### src/sv/ksc_pkg.sv
// Shared constants, codes and the quadrature step table of the key and knob event scanner.
package ksc_pkg;

  localparam int KEY_LEVEL_W = 6;
  localparam int SLOT_W      = 4;
  localparam int ACT_W       = 3;
  localparam int CNT_W       = 8;
  localparam int ACC_W       = 8;

  typedef logic [SLOT_W-1:0] slot_t;
  typedef logic [ACT_W-1:0]  action_t;
  typedef logic [CNT_W-1:0]  count_t;
  typedef logic [ACC_W-1:0]  accum_t;
  typedef logic [1:0]        quad_t;

  localparam count_t LOCKOUT_RESET = 8'd10;
  localparam quad_t  QUAD_REST     = 2'd3;

  localparam slot_t SLOT_CCW      = 4'd6;
  localparam slot_t SLOT_CLICK    = 4'd7;
  localparam slot_t SLOT_CW       = 4'd8;
  localparam slot_t SLOT_PUSH_CCW = 4'd9;
  localparam slot_t SLOT_PUSH_CW  = 4'd10;

  localparam action_t ACT_DOWN     = 3'd0;
  localparam action_t ACT_UP       = 3'd1;
  localparam action_t ACT_CW       = 3'd2;
  localparam action_t ACT_CCW      = 3'd3;
  localparam action_t ACT_CLICK    = 3'd4;
  localparam action_t ACT_PUSH_CW  = 3'd5;
  localparam action_t ACT_PUSH_CCW = 3'd6;

  // Signed step for a transition from the previous to the current quadrature state.
  function automatic accum_t step_delta(input logic [3:0] idx);
    accum_t d;
    d = '0;
    unique case (idx)
      4'd1, 4'd7, 4'd8, 4'd14: d = 8'hFF;
      4'd2, 4'd4, 4'd11, 4'd13: d = 8'h01;
      default: d = '0;
    endcase
    return d;
  endfunction

  // Slot that belongs to an encoder action.
  function automatic slot_t enc_slot(input action_t act);
    slot_t s;
    s = SLOT_CCW;
    unique case (act)
      ACT_CW:       s = SLOT_CW;
      ACT_PUSH_CW:  s = SLOT_PUSH_CW;
      ACT_PUSH_CCW: s = SLOT_PUSH_CCW;
      default:      s = SLOT_CCW;
    endcase
    return s;
  endfunction

endpackage

### src/sv/ksc_ifs.sv
// Valid/ready channel interfaces for scan samples and events.
interface ksc_sample_if;
  logic       valid;
  logic       ready;
  logic [5:0] key_levels;
  logic       knob_switch_level;
  logic       quad_a;
  logic       quad_b;

  modport source (output valid, key_levels, knob_switch_level, quad_a, quad_b, input ready);
  modport sink (input valid, key_levels, knob_switch_level, quad_a, quad_b, output ready);
endinterface

interface ksc_event_if;
  logic       valid;
  logic       ready;
  logic [3:0] event_slot;
  logic [2:0] event_action;
  logic       event_value;
  logic       last_of_pass;

  modport source (output valid, event_slot, event_action, event_value, last_of_pass,
                  input ready);
  modport sink (input valid, event_slot, event_action, event_value, last_of_pass,
                output ready);
endinterface

### src/sv/ksc_front.sv
// Front end: debounces keys and switch, decodes the encoder, records passes with events.
module ksc_front #(
  parameter int NUM_KEYS = 6
) (
  input  logic                  clk,
  input  logic                  rst,
  input  logic                  accept,
  input  logic [5:0]            key_levels,
  input  logic                  knob_switch_level,
  input  logic                  quad_a,
  input  logic                  quad_b,
  input  ksc_pkg::count_t       lockout_passes,
  output logic                  push,
  output logic [NUM_KEYS-1:0]   key_evt,
  output logic [NUM_KEYS-1:0]   key_up,
  output logic                  click,
  output logic                  enc_evt,
  output ksc_pkg::action_t      enc_act
);

  logic [NUM_KEYS-1:0]   key_state;
  logic [NUM_KEYS-1:0]   key_state_next;
  ksc_pkg::count_t       key_lock [NUM_KEYS];
  ksc_pkg::count_t       key_lock_next [NUM_KEYS];
  ksc_pkg::count_t       sw_lock;
  ksc_pkg::count_t       sw_lock_next;
  logic                  switch_held;
  logic                  switch_held_next;
  logic                  turned;
  logic                  turned_next;
  ksc_pkg::quad_t        prev_quad;
  ksc_pkg::quad_t        prev_quad_next;
  ksc_pkg::accum_t       acc;
  ksc_pkg::accum_t       acc_next;

  logic [ksc_pkg::KEY_LEVEL_W+NUM_KEYS-1:0] levels_pad;
  logic [NUM_KEYS-1:0]   now_lv;
  ksc_pkg::quad_t        ab;
  ksc_pkg::accum_t       sum;

  always_comb begin
    levels_pad = {{NUM_KEYS{1'b0}}, key_levels};
    now_lv     = levels_pad[NUM_KEYS-1:0];
    key_state_next = key_state;
    key_evt = '0;
    key_up  = '0;
    for (int i = 0; i < NUM_KEYS; i++) begin
      key_lock_next[i] = key_lock[i];
      if (key_lock[i] != '0) begin
        key_lock_next[i] = key_lock[i] - 8'd1;
      end else if (now_lv[i] != key_state[i]) begin
        key_lock_next[i]  = lockout_passes;
        key_evt[i]        = 1'b1;
        key_up[i]         = now_lv[i];
        key_state_next[i] = now_lv[i];
      end
    end

    sw_lock_next     = sw_lock;
    switch_held_next = switch_held;
    turned_next      = turned;
    click            = 1'b0;
    if (sw_lock != '0) begin
      sw_lock_next = sw_lock - 8'd1;
    end else if (!knob_switch_level && !switch_held) begin
      switch_held_next = 1'b1;
      turned_next      = 1'b0;
      sw_lock_next     = lockout_passes;
    end else if (knob_switch_level && switch_held) begin
      switch_held_next = 1'b0;
      sw_lock_next     = lockout_passes;
      click            = !turned;
    end

    ab             = {quad_a, quad_b};
    sum            = acc + ksc_pkg::step_delta({prev_quad, ab});
    prev_quad_next = prev_quad;
    acc_next       = acc;
    enc_evt        = 1'b0;
    enc_act        = ksc_pkg::ACT_CW;
    if (ab != prev_quad) begin
      prev_quad_next = ab;
      acc_next       = sum;
      if (ab == ksc_pkg::QUAD_REST && sum != '0) begin
        enc_evt  = 1'b1;
        acc_next = '0;
        if (switch_held_next) begin
          turned_next = 1'b1;
          enc_act     = sum[ksc_pkg::ACC_W-1] ? ksc_pkg::ACT_PUSH_CCW : ksc_pkg::ACT_PUSH_CW;
        end else begin
          enc_act     = sum[ksc_pkg::ACC_W-1] ? ksc_pkg::ACT_CCW : ksc_pkg::ACT_CW;
        end
      end
    end

    push = accept && ((|key_evt) || click || enc_evt);
  end

  always_ff @(posedge clk) begin
    if (rst) begin
      key_state   <= '1;
      sw_lock     <= '0;
      switch_held <= 1'b0;
      turned      <= 1'b0;
      prev_quad   <= ksc_pkg::QUAD_REST;
      acc         <= '0;
      for (int i = 0; i < NUM_KEYS; i++) begin
        key_lock[i] <= '0;
      end
    end else if (accept) begin
      key_state   <= key_state_next;
      sw_lock     <= sw_lock_next;
      switch_held <= switch_held_next;
      turned      <= turned_next;
      prev_quad   <= prev_quad_next;
      acc         <= acc_next;
      for (int i = 0; i < NUM_KEYS; i++) begin
        key_lock[i] <= key_lock_next[i];
      end
    end
  end

endmodule

### src/sv/ksc_queue.sv
// Small register queue that holds pass records between front and back end.
module ksc_queue #(
  parameter int WIDTH = 8,
  parameter int DEPTH = 4
) (
  input  logic             clk,
  input  logic             rst,
  input  logic             push,
  input  logic [WIDTH-1:0] push_data,
  output logic             full,
  input  logic             pop,
  output logic [WIDTH-1:0] pop_data,
  output logic             empty
);

  localparam int PTR_W = (DEPTH > 1) ? $clog2(DEPTH) : 1;
  localparam int CNT_W = $clog2(DEPTH + 1);

  logic [WIDTH-1:0] mem [DEPTH];
  logic [PTR_W-1:0] wr_ptr;
  logic [PTR_W-1:0] rd_ptr;
  logic [CNT_W-1:0] count;

  assign full     = (count == CNT_W'(DEPTH));
  assign empty    = (count == '0);
  assign pop_data = mem[rd_ptr];

  always_ff @(posedge clk) begin
    if (push) begin
      mem[wr_ptr] <= push_data;
    end
  end

  always_ff @(posedge clk) begin
    if (rst) begin
      wr_ptr <= '0;
      rd_ptr <= '0;
      count  <= '0;
    end else begin
      if (push) begin
        wr_ptr <= (wr_ptr == PTR_W'(DEPTH - 1)) ? '0 : wr_ptr + 1'b1;
      end
      if (pop) begin
        rd_ptr <= (rd_ptr == PTR_W'(DEPTH - 1)) ? '0 : rd_ptr + 1'b1;
      end
      if (push && !pop) begin
        count <= count + 1'b1;
      end else if (pop && !push) begin
        count <= count - 1'b1;
      end
    end
  end

endmodule

### src/sv/ksc_back.sv
// Back end: serializes the events of each pass record onto the event channel.
module ksc_back #(
  parameter int NUM_KEYS = 6
) (
  input  logic                clk,
  input  logic                rst,
  input  logic                rec_avail,
  input  logic [NUM_KEYS-1:0] rec_key_evt,
  input  logic [NUM_KEYS-1:0] rec_key_up,
  input  logic                rec_click,
  input  logic                rec_enc_evt,
  input  ksc_pkg::action_t    rec_enc_act,
  output logic                rec_pop,
  ksc_event_if.source         events
);

  localparam int EV_N = NUM_KEYS + 2;

  logic [EV_N-1:0]     cur_mask;
  logic [NUM_KEYS-1:0] cur_up;
  ksc_pkg::action_t    cur_act;

  logic [EV_N-1:0]     first;
  logic [EV_N-1:0]     rem;
  logic                cur_valid;
  logic                advance;
  logic                emit;
  logic                is_up;
  ksc_pkg::slot_t      key_slot;
  ksc_pkg::slot_t      ev_slot;
  ksc_pkg::action_t    ev_act;

  always_comb begin
    cur_valid = |cur_mask;
    first     = cur_mask & (~cur_mask + 1'b1);
    rem       = cur_mask & ~first;
    advance   = !events.valid || events.ready;
    emit      = advance && cur_valid;
    rec_pop   = rec_avail && (!cur_valid || (emit && rem == '0));

    key_slot = '0;
    for (int i = 0; i < NUM_KEYS; i++) begin
      if (first[i]) begin
        key_slot = key_slot | ksc_pkg::SLOT_W'(i);
      end
    end
    is_up = |(first[NUM_KEYS-1:0] & cur_up);

    if (first[NUM_KEYS+1]) begin
      ev_slot = ksc_pkg::enc_slot(cur_act);
      ev_act  = cur_act;
    end else if (first[NUM_KEYS]) begin
      ev_slot = ksc_pkg::SLOT_CLICK;
      ev_act  = ksc_pkg::ACT_CLICK;
    end else begin
      ev_slot = key_slot;
      ev_act  = is_up ? ksc_pkg::ACT_UP : ksc_pkg::ACT_DOWN;
    end
  end

  always_ff @(posedge clk) begin
    if (rst) begin
      cur_mask     <= '0;
      events.valid <= 1'b0;
    end else begin
      if (rec_pop) begin
        cur_mask <= {rec_enc_evt, rec_click, rec_key_evt};
      end else if (emit) begin
        cur_mask <= rem;
      end
      if (emit) begin
        events.valid <= 1'b1;
      end else if (events.ready) begin
        events.valid <= 1'b0;
      end
    end
  end

  always_ff @(posedge clk) begin
    if (rec_pop) begin
      cur_up  <= rec_key_up;
      cur_act <= rec_enc_act;
    end
    if (emit) begin
      events.event_slot   <= ev_slot;
      events.event_action <= ev_act;
      events.event_value  <= (ev_act != ksc_pkg::ACT_UP);
      events.last_of_pass <= (rem == '0);
    end
  end

endmodule

### src/sv/key_and_knob_event_scanner.sv
// Top level of the key and knob event scanner.
// A sample's events pass through the record queue and the serializer's output registers.
// Throughput: one sample request per cycle while the four-entry record queue has room;
// the output serializer sends one event per cycle while the event receiver is ready.
// A sample that causes no event uses no queue entry and puts nothing on the event channel.
// Reset (rst, synchronous): all keys released, counters and accumulator zero, lockout 10.
module key_and_knob_event_scanner #(
  parameter int NUM_KEYS    = 6,
  parameter int QUEUE_DEPTH = 4
) (
  input  logic        clk,
  input  logic        rst,
  input  logic        cfg_we,
  input  logic [7:0]  cfg_data,
  ksc_sample_if.sink  samples,
  ksc_event_if.source events
);

  localparam int REC_W = 2 * NUM_KEYS + 2 + ksc_pkg::ACT_W;

  ksc_pkg::count_t     lockout_passes;
  logic                accept;
  logic                push;
  logic                full;
  logic                empty;
  logic                pop;
  logic [NUM_KEYS-1:0] f_key_evt;
  logic [NUM_KEYS-1:0] f_key_up;
  logic                f_click;
  logic                f_enc_evt;
  ksc_pkg::action_t    f_enc_act;
  logic [REC_W-1:0]    push_data;
  logic [REC_W-1:0]    pop_data;
  logic [NUM_KEYS-1:0] b_key_evt;
  logic [NUM_KEYS-1:0] b_key_up;
  logic                b_click;
  logic                b_enc_evt;
  ksc_pkg::action_t    b_enc_act;

  always_ff @(posedge clk) begin
    if (rst) begin
      lockout_passes <= ksc_pkg::LOCKOUT_RESET;
    end else if (cfg_we) begin
      lockout_passes <= cfg_data;
    end
  end

  assign samples.ready = !full;
  assign accept        = samples.valid && !full;

  ksc_front #(.NUM_KEYS(NUM_KEYS)) u_front (
    .clk              (clk),
    .rst              (rst),
    .accept           (accept),
    .key_levels       (samples.key_levels),
    .knob_switch_level(samples.knob_switch_level),
    .quad_a           (samples.quad_a),
    .quad_b           (samples.quad_b),
    .lockout_passes   (lockout_passes),
    .push             (push),
    .key_evt          (f_key_evt),
    .key_up           (f_key_up),
    .click            (f_click),
    .enc_evt          (f_enc_evt),
    .enc_act          (f_enc_act)
  );

  assign push_data = {f_enc_act, f_enc_evt, f_click, f_key_up, f_key_evt};
  assign {b_enc_act, b_enc_evt, b_click, b_key_up, b_key_evt} = pop_data;

  ksc_queue #(.WIDTH(REC_W), .DEPTH(QUEUE_DEPTH)) u_queue (
    .clk      (clk),
    .rst      (rst),
    .push     (push),
    .push_data(push_data),
    .full     (full),
    .pop      (pop),
    .pop_data (pop_data),
    .empty    (empty)
  );

  ksc_back #(.NUM_KEYS(NUM_KEYS)) u_back (
    .clk        (clk),
    .rst        (rst),
    .rec_avail  (!empty),
    .rec_key_evt(b_key_evt),
    .rec_key_up (b_key_up),
    .rec_click  (b_click),
    .rec_enc_evt(b_enc_evt),
    .rec_enc_act(b_enc_act),
    .rec_pop    (pop),
    .events     (events)
  );

  a_no_overflow: assert property (@(posedge clk) disable iff (rst) !(push && full))
    else $error("Record queue written while full.");

  a_no_underflow: assert property (@(posedge clk) disable iff (rst) !(pop && empty))
    else $error("Record queue read while empty.");

  a_slot_range: assert property (@(posedge clk) disable iff (rst)
    events.valid |-> events.event_slot <= ksc_pkg::SLOT_PUSH_CW)
    else $error("Event slot out of range.");

  a_push_has_event: assert property (@(posedge clk) disable iff (rst)
    push |-> ((|f_key_evt) || f_click || f_enc_evt))
    else $error("Empty record pushed.");

endmodule

### src/flat_wrapper.sv
// flat-port wrapper written by rule: the top's interface ports become plain ports
module key_and_knob_event_scanner_flat 
#(
  parameter int NUM_KEYS    = 6,
  parameter int QUEUE_DEPTH = 4
)
  (clk, rst, cfg_we, cfg_data, samples_valid, samples_key_levels, samples_knob_switch_level, samples_quad_a, samples_quad_b, samples_ready, events_valid, events_event_slot, events_event_action, events_event_value, events_last_of_pass, events_ready);
  ksc_sample_if samples_i ();
  ksc_event_if events_i ();
  input  logic clk;
  input  logic rst;
  input  logic cfg_we;
  input  logic [7:0] cfg_data;
  input wire logic [$bits(samples_i.valid)-1:0] samples_valid;
  input wire logic [$bits(samples_i.key_levels)-1:0] samples_key_levels;
  input wire logic [$bits(samples_i.knob_switch_level)-1:0] samples_knob_switch_level;
  input wire logic [$bits(samples_i.quad_a)-1:0] samples_quad_a;
  input wire logic [$bits(samples_i.quad_b)-1:0] samples_quad_b;
  output wire logic [$bits(samples_i.ready)-1:0] samples_ready;
  output wire logic [$bits(events_i.valid)-1:0] events_valid;
  output wire logic [$bits(events_i.event_slot)-1:0] events_event_slot;
  output wire logic [$bits(events_i.event_action)-1:0] events_event_action;
  output wire logic [$bits(events_i.event_value)-1:0] events_event_value;
  output wire logic [$bits(events_i.last_of_pass)-1:0] events_last_of_pass;
  input wire logic [$bits(events_i.ready)-1:0] events_ready;
  assign samples_i.valid = samples_valid;
  assign samples_i.key_levels = samples_key_levels;
  assign samples_i.knob_switch_level = samples_knob_switch_level;
  assign samples_i.quad_a = samples_quad_a;
  assign samples_i.quad_b = samples_quad_b;
  assign samples_ready = samples_i.ready;
  assign events_valid = events_i.valid;
  assign events_event_slot = events_i.event_slot;
  assign events_event_action = events_i.event_action;
  assign events_event_value = events_i.event_value;
  assign events_last_of_pass = events_i.last_of_pass;
  assign events_i.ready = events_ready;
  key_and_knob_event_scanner #(.NUM_KEYS(NUM_KEYS), .QUEUE_DEPTH(QUEUE_DEPTH)) u_core (.clk(clk), .rst(rst), .cfg_we(cfg_we), .cfg_data(cfg_data), .samples(samples_i), .events(events_i));
endmodule
### config.mk
export PLATFORM = sky130hd
export DESIGN_NAME = key_and_knob_event_scanner_flat
export DESIGN_NICKNAME = d
export VERILOG_FILES = /design/src/sv/ksc_pkg.sv /design/src/sv/ksc_ifs.sv /design/src/sv/ksc_front.sv /design/src/sv/ksc_queue.sv /design/src/sv/ksc_back.sv /design/src/sv/key_and_knob_event_scanner.sv /design/src/flat_wrapper.sv
export SDC_FILE = /design/constraint.sdc
export NUM_CORES = 1
export LEC_CHECK = 0
export BUFFER_PORTS_ARGS = -buffer_cell sky130_fd_sc_hd__buf_4
export CORE_MARGIN = 3
export CORE_UTILIZATION = 62
export DETAILED_ROUTE_END_ITERATION = 12
export PLACE_DENSITY = 0.8
export SETUP_SLACK_MARGIN = 0.3
export SYNTH_ARGS = -nofsm -noshare
export SYNTH_HDL_FRONTEND = slang
export SYNTH_SLANG_ARGS = --single-unit
export TNS_END_PERCENT = 30
### constraint.sdc
create_clock -name clk -period 5 [get_ports clk]
set_input_delay 0.25 -clock clk [delete_from_list [all_inputs] [get_ports clk]]
set_output_delay 0.25 -clock clk [all_outputs]
set_load 0.005 [all_outputs]
==> flow_summary_export.csv, run 1 <==
group,metric,value,unit
timing,relSlewSlack,18.7,%
yosys,syn_area,9320,sq um
power_and_ir_drop,ir_worst_vdd,0.294,mV
cells_and_area,area_delta_synth_final,10.2,%
placed_design,io_buffer_count,32,
routing,drc,0,
floorplan,initial_core_util,63.6,%
routing,post_drt_wl_per_cell,19.0,um
routing,drtIter0Drc,689,
global_route,grt_overflow_total,0,
yosys,ys_ff_latch,186,
worst_hold_path,hold_start,"cfg_data[1]",
yosys,ys_warn_count,0,
setup_path,worstPathRequired,5.35,ns
yosys,syn_inst,838,
clocking,insertion_delay,0.43,ns
clocking,cts_root_buf,"clkbuf_16",
timing,setup_viol,0,
floorplan,fp.coreArea,14600,sq um
global_route,antenna_found_initial,0,
run,drv_cap,0,
outcome,status,"finished, final reports clean",
yosys,synth_ff_type,"edfxtp_1",
floorplan,die_w,129,um
clocking,h-tree-depth,4,
setup_path,cp_max_fo,10,
floorplan,ios,33,
worst_hold_path,hold_path_class,"in2reg",
global_route,grt_max_degree,46,
placed_design,globalplace.congestion,0.922,
placed_design,place_hpwl,13.3,mm
floorplan,fp-row-count,44,
routing,vias,6604,
clocking,cts_buffers,17,
timing,period_minus_slack,4.41,ns
setup_path,max_stage_delay,0.67,ns
timing,hold_ws,0.0387,ns
timing,max_freq,227,MHz
clocking,postCtsResizedCells,0,
timing,tightest_slew,1.21,ns
worst_hold_path,min_delay_path_depth,3,
setup_path,path_cells,"mux4_2, ha_1, and3b_1, a2111oi_2, o311ai_1, nor4_1, nand3_1, a31oi_4, inv_1, ha_1, inv_1, fa_1, xor2_1, or3_1, a21oi_1",
power_and_ir_drop,finalPower,0.00575,W
routing,ant_nets,0,
yosys,yosysSeqAreaShare,54.4,%
timing,fin_crit_sh,88.3,%
cells_and_area,layout-drive-gt1-share,12.1,%
global_route,first_global_vias,6621,
global_route,grt_usage,24.9,%
cells_and_area,finalNetCount,918,
clocking,cts.sinks,186,
timing,setup_tns,0,ns
setup_path,slowest_stage,"mux4_2",
timing,fin_skew,0.0153,ns
setup_path,critPathKind,"reg2reg",
yosys,synth_top_area_cell,"edfxtp_1",
timing,rsz0062_at_grt,"false",
cells_and_area,diodes,0,
yosys,netlist.area_leader.share,43.2,%
clocking,cts_tree,"done",
timing,drv_slew,0,
setup_path,crit_path_start_kind,"register",
yosys,synth_fp_nets,902,
routing,dr.pass1.iters,5,
yosys,synthTopCellsByArea,"edfxtp_1 43%, dfxtp_1 11%, ha_1 5.4%",
routing,wl,20.0,mm
yosys,async_reset_ff_share,0,%
floorplan,die_height,129,um
power_and_ir_drop,power_density,560,nW/um^2
yosys,syn-mean-instance-area,11.1,sq um
floorplan,dieArea,16500,sq um
yosys,synth_edf_count,134,
power_and_ir_drop,leakage,3.95,nW
routing,viasPerCell,6.28,
global_route,grt_pass1_wl,32.3,mm
setup_path,critical_path_arrival,4.76,ns
clocking,hold_buffers,0,
clocking,cts_setup_buffers,0,
clocking,clkTransAtPathRegs,0.07,ns
clocking,clock_path_buffers,2,
cells_and_area,final_common_cell,"edfxtp_1",
setup_path,worst_r2r_path_depth,15,
timing,hold_violations,0,
cells_and_area,mostFrequentLayoutCells,"134 x edfxtp_1, 111 x nor2_1, 55 x nand2_1",
setup_path,crit_start,"u_core.u_front.prev_quad[0]",
yosys,synth.distinct_cells,69,
setup_path,r2r_start,"u_core.u_front.prev_quad[0]",
setup_path,worst_setup_path_end_kind,"register",
[synth_stat cells, drive strengths merged, types with 7 or more instances]
cell / n
edfxtp: 134
nor2: 113
nand2: 55
dfxtp: 52
a21oi: 49
inv: 48
a211oi: 41
ha: 40
clkbuf: 33
o21ai: 27
nor3: 21
xnor2: 21
mux4: 18
nor4: 17
xor2: 16
mux2i: 15
nand3: 12
buf: 11
nor2b: 11
nand2b: 10
or3: 9
and2: 7
[layout make-up]
cell class	count	area [sq um]
multi-input combinational	559	3890
tap	184	230
fill	1033	4380
clock buffer	23	532
inverter	49	184
sequential	186	5060
timing repair buffer	41	308
clock inverter	9	56.3
[critical path: cells and delay by family (launching register included)]
family          cells  cell delay [ns]
buf+inv             2             0.15
fa+ha+maj           3             0.87
simple gates        4             1.15
xor+xnor            1             0.07
compound gates      4             1.01
mux                 1             0.67
flops               1             0.42
[worst paths after layout]
kind	slack [ns]	endpoint
worst max-delay path	0.59	u_core.u_queue.count[2]
worst min-delay path	0.04	u_core.lockout_passes[1]
worst max register to register	0.59	u_core.u_queue.count[2]
worst min register to register	0.50	u_core.u_front.acc[0]
[kinds of logic after synthesis]
| logic type | Yosys count | share of synthesized area [%] |
|---|---|---|
| buf+inv | 93 | 3.91 |
| flops | 186 | 54.4 |
| simple gates | 280 | 14.3 |
| mux | 34 | 6.12 |
| xor+xnor | 37 | 3.48 |
| fa+ha+maj | 42 | 5.80 |
| compound gates | 166 | 12.0 |
[layer usage]
layer	routed length (um)	global-route usage (%)	part of all wire (%)	up-vias
met5	0	0	0	-
met4	493	9.70	2.5	0
met3	1010	4.69	5.1	42
met2	10700	44.6	53	239
met1	7830	29.9	39	3220
li1	-	-	-	3103
[where the power goes]
part | internal (W) | switching, W
Sequential | 0.00211 | 0.000312
Clock | 0.000750 | 0.000563
Combinational | 0.000822 | 0.00119
[metrics by stage]
stage                     instances  cell area (sq um)  setup WS (ns)  util [%]
after global placement         1019               9680          0.667      66.1
after floorplan                 838               9320           1.04         -
final                          1051              10300          0.587      70.1
after detailed placement       1019               9680          0.376      66.1
after CTS                      1051              10300          0.621      70.1
after global routing           1051              10300          0.344      70.1
[sequential cells by signal (all words and copies together) (netlist names), 3 cells and up, named ones only]
name and flops:
u_core.u_queue.mem 68, u_core.u_front.key_lock 48, u_core.lockout_passes 8, u_core.u_back.cur_mask 8, u_core.u_front.acc 8, u_core.u_front.sw_lock 8
u_core.u_back.cur_up 6, u_core.u_front.key_state 6, u_core.u_back.events.event_slot 4, u_core.u_back.cur_act 3, u_core.u_back.events.event_action 3, u_core.u_queue.count 3
Note: power is estimated with default switching activity, not from simulation.
==> inputs of run 2 (changes only) <==
--- a/config.mk
+++ b/config.mk
@@ -9,6 +9,7 @@
 export CORE_MARGIN = 3
 export CORE_UTILIZATION = 62
 export DETAILED_ROUTE_END_ITERATION = 12
+export MAX_ROUTING_LAYER = met4
 export PLACE_DENSITY = 0.8
 export SETUP_SLACK_MARGIN = 0.3
 export SYNTH_ARGS = -nofsm -noshare
==> run 2 against run 1 <==
Setup slack worse by 0.00072 ns. Via count is 0.51% higher. Power hardly changed. Non-clock buffer count stayed put. Flip-flop and latch count stayed put. Cell area stayed put. Highest routed layer unchanged.
==> flow_summary_export.csv, run 2 (synthesized netlist as in run 1, its figures left out) <==
group,metric,value,unit
outcome,status,"finished, final reports clean",
routing,drc,0,
setup_path,slowest_stage,"mux4_2",
clocking,clkTransAtPathRegs,0.07,ns
setup_path,path_delay_family,"simple AND/OR/NAND/NOR gates",
cells_and_area,finalNetCount,918,
clocking,h-tree-depth,4,
setup_path,critical_path_arrival,4.77,ns
routing,dr.pass1.iters,5,
setup_path,cp_num_buf_inv,2,
cells_and_area,largest_reg_flops,68,
cells_and_area,final_common_cell,"edfxtp_1",
timing,fin_skew,0.0134,ns
timing,fin_crit_sh,88.3,%
cells_and_area,area_delta_synth_final,10.2,%
clocking,cts_buffers,17,
setup_path,worst_r2r_path_depth,15,
power_and_ir_drop,ir_worst_vdd,0.295,mV
floorplan,die_w,129,um
timing,max_freq,227,MHz
cells_and_area,layout-drive-gt1-share,12.1,%
clocking,hold_buffers,0,
floorplan,fp.coreArea,14600,sq um
clocking,clock_path_buffers,2,
worst_hold_path,hold_path_class,"in2reg",
setup_path,cp_max_fo,10,
clocking,cts_tree,"done",
global_route,grt_usage,25.7,%
clocking,cts.sinks,186,
cells_and_area,regMostFlops,"u_core.u_queue.mem",
routing,drtIter0Drc,661,
cells_and_area,reg_top3,"u_core.u_queue.mem x68, u_core.u_front.key_lock x48",
global_route,antenna_found_initial,0,
timing,rsz0062_at_grt,"false",
timing,relSlewSlack,16.1,%
timing,setup_tns,0,ns
timing,tightest_slew,1.25,ns
setup_path,crit_path_start_kind,"register",
global_route,grt_overflow_total,0,
setup_path,worst_setup_path_end_kind,"register",
worst_hold_path,min_delay_path_depth,3,
cells_and_area,seq_area,5060,sq um
cells_and_area,fin_util,70.1,%
setup_path,max_stage_delay,0.67,ns
routing,ant_nets,0,
cells_and_area,multi_input_area,3890,sq um
setup_path,worstPathRequired,5.35,ns
setup_path,path_cells,"mux4_2, ha_1, and3b_1, a2111oi_2, o311ai_1, nor4_1, nand3_1, a31oi_4, inv_1, ha_1, inv_1, fa_1, xor2_1, or3_1, a21oi_1",
timing,setup_viol,0,
global_route,grt_pass1_wl,32.4,mm
routing,wl,20.0,mm
cells_and_area,diodes,0,
timing,drv_slew,0,
setup_path,critPathKind,"reg2reg",
cells_and_area,fillers,1033,
power_and_ir_drop,power_density,560,nW/um^2
cells_and_area,mostFrequentLayoutCells,"134 x edfxtp_1, 111 x nor2_1, 55 x nand2_1",
floorplan,fp-row-count,44,
placed_design,place_hpwl,13.3,mm
routing,viasPerCell,6.32,
run,drv_cap,0,
timing,hold_violations,0,
global_route,first_global_vias,6625,
clocking,postCtsResizedCells,0,
timing,period_minus_slack,4.41,ns
clocking,cts_root_buf,"clkbuf_16",
clocking,insertion_delay,0.43,ns
global_route,grt_max_degree,46,
power_and_ir_drop,leakage,3.95,nW
setup_path,crit_cells,15,
floorplan,dieArea,16500,sq um
clocking,cts_setup_buffers,0,
floorplan,ios,33,
placed_design,io_buffer_count,32,
floorplan,die_height,129,um
routing,vias,6638,
placed_design,globalplace.congestion,0.939,
floorplan,initial_core_util,63.6,%
routing,post_drt_wl_per_cell,19.1,um
run 2: area by class of cell:
cell class | count | area share, %
flip-flops and latches | 186 | 49.3
multi-input cells | 559 | 37.9
clock buffers | 23 | 5.18
repair buffers | 41 | 3.00
well taps | 184 | 2.24
inverters | 49 | 1.79
clock inverters | 9 | 0.549
run 2: metrics by stage:
stage          power (W)  hold WS [ns]  setup WS (ns)  instance area, sq um  std cells
2_1_floorplan    0.00390         0.360           1.04                  9320        838
3_3_place_gp     0.00426         0.454          0.667                  9680       1019
3_5_place_dp     0.00441         0.479          0.376                  9680       1019
4_1_cts          0.00574        0.0297          0.621                 10300       1051
5_1_grt          0.00608        0.0500          0.343                 10300       1051
6_report         0.00575        0.0362          0.586                 10300       1051
run 2: path summary, 6_finish.rpt:
check / startpoint / endpoint / slack (ns)
worst max-delay path: u_core.u_front.prev_quad[0] / u_core.u_queue.count[2] / 0.59
worst min-delay path: cfg_data[1] / u_core.lockout_passes[1] / 0.04
worst max register to register: u_core.u_front.prev_quad[0] / u_core.u_queue.count[2] / 0.59
worst min register to register: u_core.u_front.acc[0] / u_core.u_front.acc[0] / 0.50
run 2: metal layers:
metal	routed length (um)	track usage, %	part of all wire (%)	up-vias
met3	1060	4.69	5.3	50
met2	10700	44.5	53	239
met5	0	-	0	-
li1	-	-	-	3098
met4	513	9.70	2.6	0
met1	7810	30.0	39	3251
run 2: worst reg2reg max path, stage by stage, from the launching register on:
cell       delay (ns)
dfxtp_1          0.42
mux4_2           0.67
ha_1             0.49
and3b_1          0.23
a2111oi_2        0.30
o311ai_1         0.19
nor4_1           0.37
nand3_1          0.25
a31oi_4          0.37
inv_1            0.08
ha_1             0.21
inv_1            0.07
fa_1             0.17
xor2_1           0.07
or3_1            0.31
a21oi_1          0.15
run 2: report_power, final:
| group | leakage [nW] | total (W) | internal, W | switching (W) |
|---|---|---|---|---|
| logic | 1.89 | 0.00201 | 0.000821 | 0.00119 |
| registers | 1.77 | 0.00242 | 0.00211 | 0.000311 |
| clock network | 0.294 | 0.00131 | 0.000750 | 0.000562 |
==> inputs of run 3 (changes only) <==
--- a/config.mk
+++ b/config.mk
@@ -7,10 +7,10 @@
 export LEC_CHECK = 0
 export BUFFER_PORTS_ARGS = -buffer_cell sky130_fd_sc_hd__buf_4
 export CORE_MARGIN = 3
-export CORE_UTILIZATION = 62
+export CORE_UTILIZATION = 56
 export DETAILED_ROUTE_END_ITERATION = 12
 export MAX_ROUTING_LAYER = met4
-export PLACE_DENSITY = 0.8
+export PLACE_DENSITY = 0.76
 export SETUP_SLACK_MARGIN = 0.3
 export SYNTH_ARGS = -nofsm -noshare
 export SYNTH_HDL_FRONTEND = slang
==> constraint.sdc (replaced) <==
create_clock -name clk -period 4.05 [get_ports clk]
set_input_delay 0.2025 -clock clk [delete_from_list [all_inputs] [get_ports clk]]
set_output_delay 0.2025 -clock clk [all_outputs]
set_load 0.005 [all_outputs]
==> run 3 against run 2 <==
Flip-flop and latch count did not move. Die area grew 10%. Sequential share of layout area shrank 1.1 points. Fmax grew 17%. Utilization shrank 4.7 points. Clock-buffer cell count grew 1. Clock skew is 0.0076 ns lower. Sequential power increased by 24%. Setup slack worse by 0.30 ns. Critical path type unchanged. Largest cell class unchanged.
==> flow_summary_export.csv, run 3 (synthesized netlist as in run 1, its figures left out) <==
group,metric,value,unit
routing,dr.pass1.iters,5,
setup_path,path_cells,"mux4_2, buf_12, ha_1, nand3b_1, a2111o_1, o311ai_1, nor4_1, nand3_1, a31oi_4, inv_1, ha_2, inv_1, fa_2, xor2_1, or3_1, a21oi_1",
floorplan,fp-row-count,46,
routing,post_drt_wl_per_cell,17.9,um
timing,tightest_slew,1.12,ns
floorplan,fp.coreArea,16100,sq um
global_route,grt_max_degree,46,
global_route,antenna_found_initial,0,
setup_path,cp_max_fo,6,
setup_path,crit_path_start_kind,"register",
cells_and_area,largest_reg_flops,68,
cells_and_area,final_common_cell,"edfxtp_1",
setup_path,crit_start,"u_core.u_front.prev_quad[0]",
cells_and_area,finalNetCount,939,
worst_hold_path,hold_path_class,"in2reg",
setup_path,reg2reg_slack,0.28,ns
outcome,status,"finished, final reports clean",
setup_path,worst_setup_path_end_kind,"register",
global_route,grt_usage,22.9,%
setup_path,setup.worst_path.end,"u_core.u_queue.count[2]",
floorplan,ios,33,
clocking,cts.sinks,186,
cells_and_area,fin_util,65.4,%
cells_and_area,area_delta_synth_final,12.6,%
timing,final.setup.worst_slack,0.285,ns
timing,fin_crit_sh,93.0,%
timing,setup_viol,0,
setup_path,worst_r2r_path_depth,16,
placed_design,dp_slack,-0.130,ns
cells_and_area,diodes,0,
placed_design,globalplace.congestion,0.905,
placed_design,io_buffer_count,32,
floorplan,die_height,135,um
power_and_ir_drop,finalPower,0.00706,W
power_and_ir_drop,power_density,673,nW/um^2
cells_and_area,regMostFlops,"u_core.u_queue.mem",
clocking,insertion_delay,0.43,ns
cells_and_area,layout-drive-gt1-share,14.5,%
setup_path,path_delay_family,"adder cells",
clocking,clkTransAtPathRegs,0.06,ns
setup_path,critPathKind,"reg2reg",
timing,fin_skew,0.00583,ns
clocking,cts_tree,"done",
setup_path,worstPathRequired,4.41,ns
global_route,grt_overflow_total,0,
cells_and_area,mostFrequentLayoutCells,"134 x edfxtp_1, 111 x nor2_1, 59 x buf_4",
placed_design,place_hpwl,13.4,mm
clocking,cts_root_buf,"clkbuf_16",
timing,period_minus_slack,3.77,ns
setup_path,crit_path_frequent_cell,"inv_1",
routing,wl,19.8,mm
routing,ant_nets,0,
setup_path,cp_num_buf_inv,3,
timing,drv_slew,0,
timing,hold_violations,0,
global_route,grt_pass1_wl,31.8,mm
setup_path,r2r-end,"u_core.u_queue.count[2]",
floorplan,initial_core_util,58.0,%
power_and_ir_drop,ir_worst_vdd,0.411,mV
routing,drc,0,
timing,relSlewSlack,24.3,%
cells_and_area,reg_top3,"u_core.u_queue.mem x68, u_core.u_front.key_lock x48",
clocking,clock_path_buffers,2,
floorplan,die_w,135,um
timing,rsz0062_at_grt,"true",
clocking,h-tree-depth,4,
setup_path,crit_cells,16,
cells_and_area,fillers,1171,
setup_path,max_stage_delay,0.59,ns
routing,vias,6560,
setup_path,critical_path_arrival,4.12,ns
clocking,cts_buffers,17,
routing,viasPerCell,5.94,
run,drv_cap,0,
timing,max_freq,266,MHz
global_route,first_global_vias,6413,
setup_path,r2r_start,"u_core.u_front.prev_quad[0]",
floorplan,dieArea,18200,sq um
power_and_ir_drop,leakage,4.00,nW
routing,drtIter0Drc,565,
setup_path,slowest_stage,"mux4_2",
[run 3: cell count changes in the layout (fill, tap and decap cells not counted), moves of 3 or more]
cell and change:
buf_4 +18, ha_1 -7, clkbuf_1 +4, ha_2 +4, clkbuf_16 -3, clkinv_2 -3, ha_4 +3
[run 3: area by class of cell]
cell class | count | area (sq um) | share of cell area (%)
clock inverter | 8 | 70.1 | 0.668
multi-input combinational | 559 | 3950 | 37.6
tap | 216 | 270 | 2.58
inverter | 49 | 184 | 1.75
clock buffer | 24 | 472 | 4.49
sequential | 186 | 5070 | 48.3
timing repair buffer | 62 | 483 | 4.60
[run 3: how the worst min path moves through the flow]
stage,cells after the start,slack (ns),start,end
2_1_floorplan,1,0.31,samples_knob_switch_level,u_core.u_front.switch_held
3_3_place_gp,3,0.43,cfg_data[1],u_core.lockout_passes[1]
3_5_place_dp,3,0.44,cfg_data[1],u_core.lockout_passes[1]
4_1_cts,3,0.0002,cfg_data[3],u_core.lockout_passes[3]
5_1_grt,3,0.006,cfg_data[3],u_core.lockout_passes[3]
6_report,3,0.01,cfg_data[7],u_core.lockout_passes[7]
[run 3: worst register-to-register path: cells and delay by family (launching register included)]
| kind | cells | cell delay, ns |
|---|---|---|
| adder cells (fa/ha/maj) | 3 | 0.85 |
| AND/OR/NAND/NOR | 4 | 0.72 |
| AO/OA/AOI/OAI | 4 | 0.72 |
| multiplexers | 1 | 0.59 |
| flip-flops | 1 | 0.35 |
| buffers and inverters | 3 | 0.31 |
| XOR/XNOR | 1 | 0.16 |
[run 3: repair_timing]
item                       CTS  global route
setup buffers                7             0
hold endpoints to repair     2             0
pin swaps                    9             0
hold buffers                 2             0
resized for setup            4             0
setup endpoints to repair    2             2
[run 3: per-layer routing]
| metal | global-route usage (%) | wire length [um] | vias up |
|---|---|---|---|
| met5 | - | 0 | - |
| li1 | - | - | 3147 |
| met3 | 4.62 | 1100 | 41 |
| met4 | 8.40 | 437 | 0 |
| met2 | 37.6 | 9770 | 209 |
| met1 | 28.6 | 8440 | 3163 |
[run 3: where the power goes]
part	switching, W	internal (W)	total, W
clock	0.000662	0.000873	0.00154
sequential	0.000401	0.00260	0.00300
combinational	0.00142	0.00111	0.00253
total	0.00248	0.00458	0.00706
[run 3: through the flow]
step                      cell area [sq um]  instances  TNS (ns)  hold slack, ns
after detailed placement               9860       1063    -0.130           0.439
after global routing                  10500       1104         0         0.00577
after CTS                             10500       1104         0        0.000195
final                                 10500       1104         0          0.0134
after global placement                 9860       1063         0           0.432
after floorplan                        9370        838         0           0.312
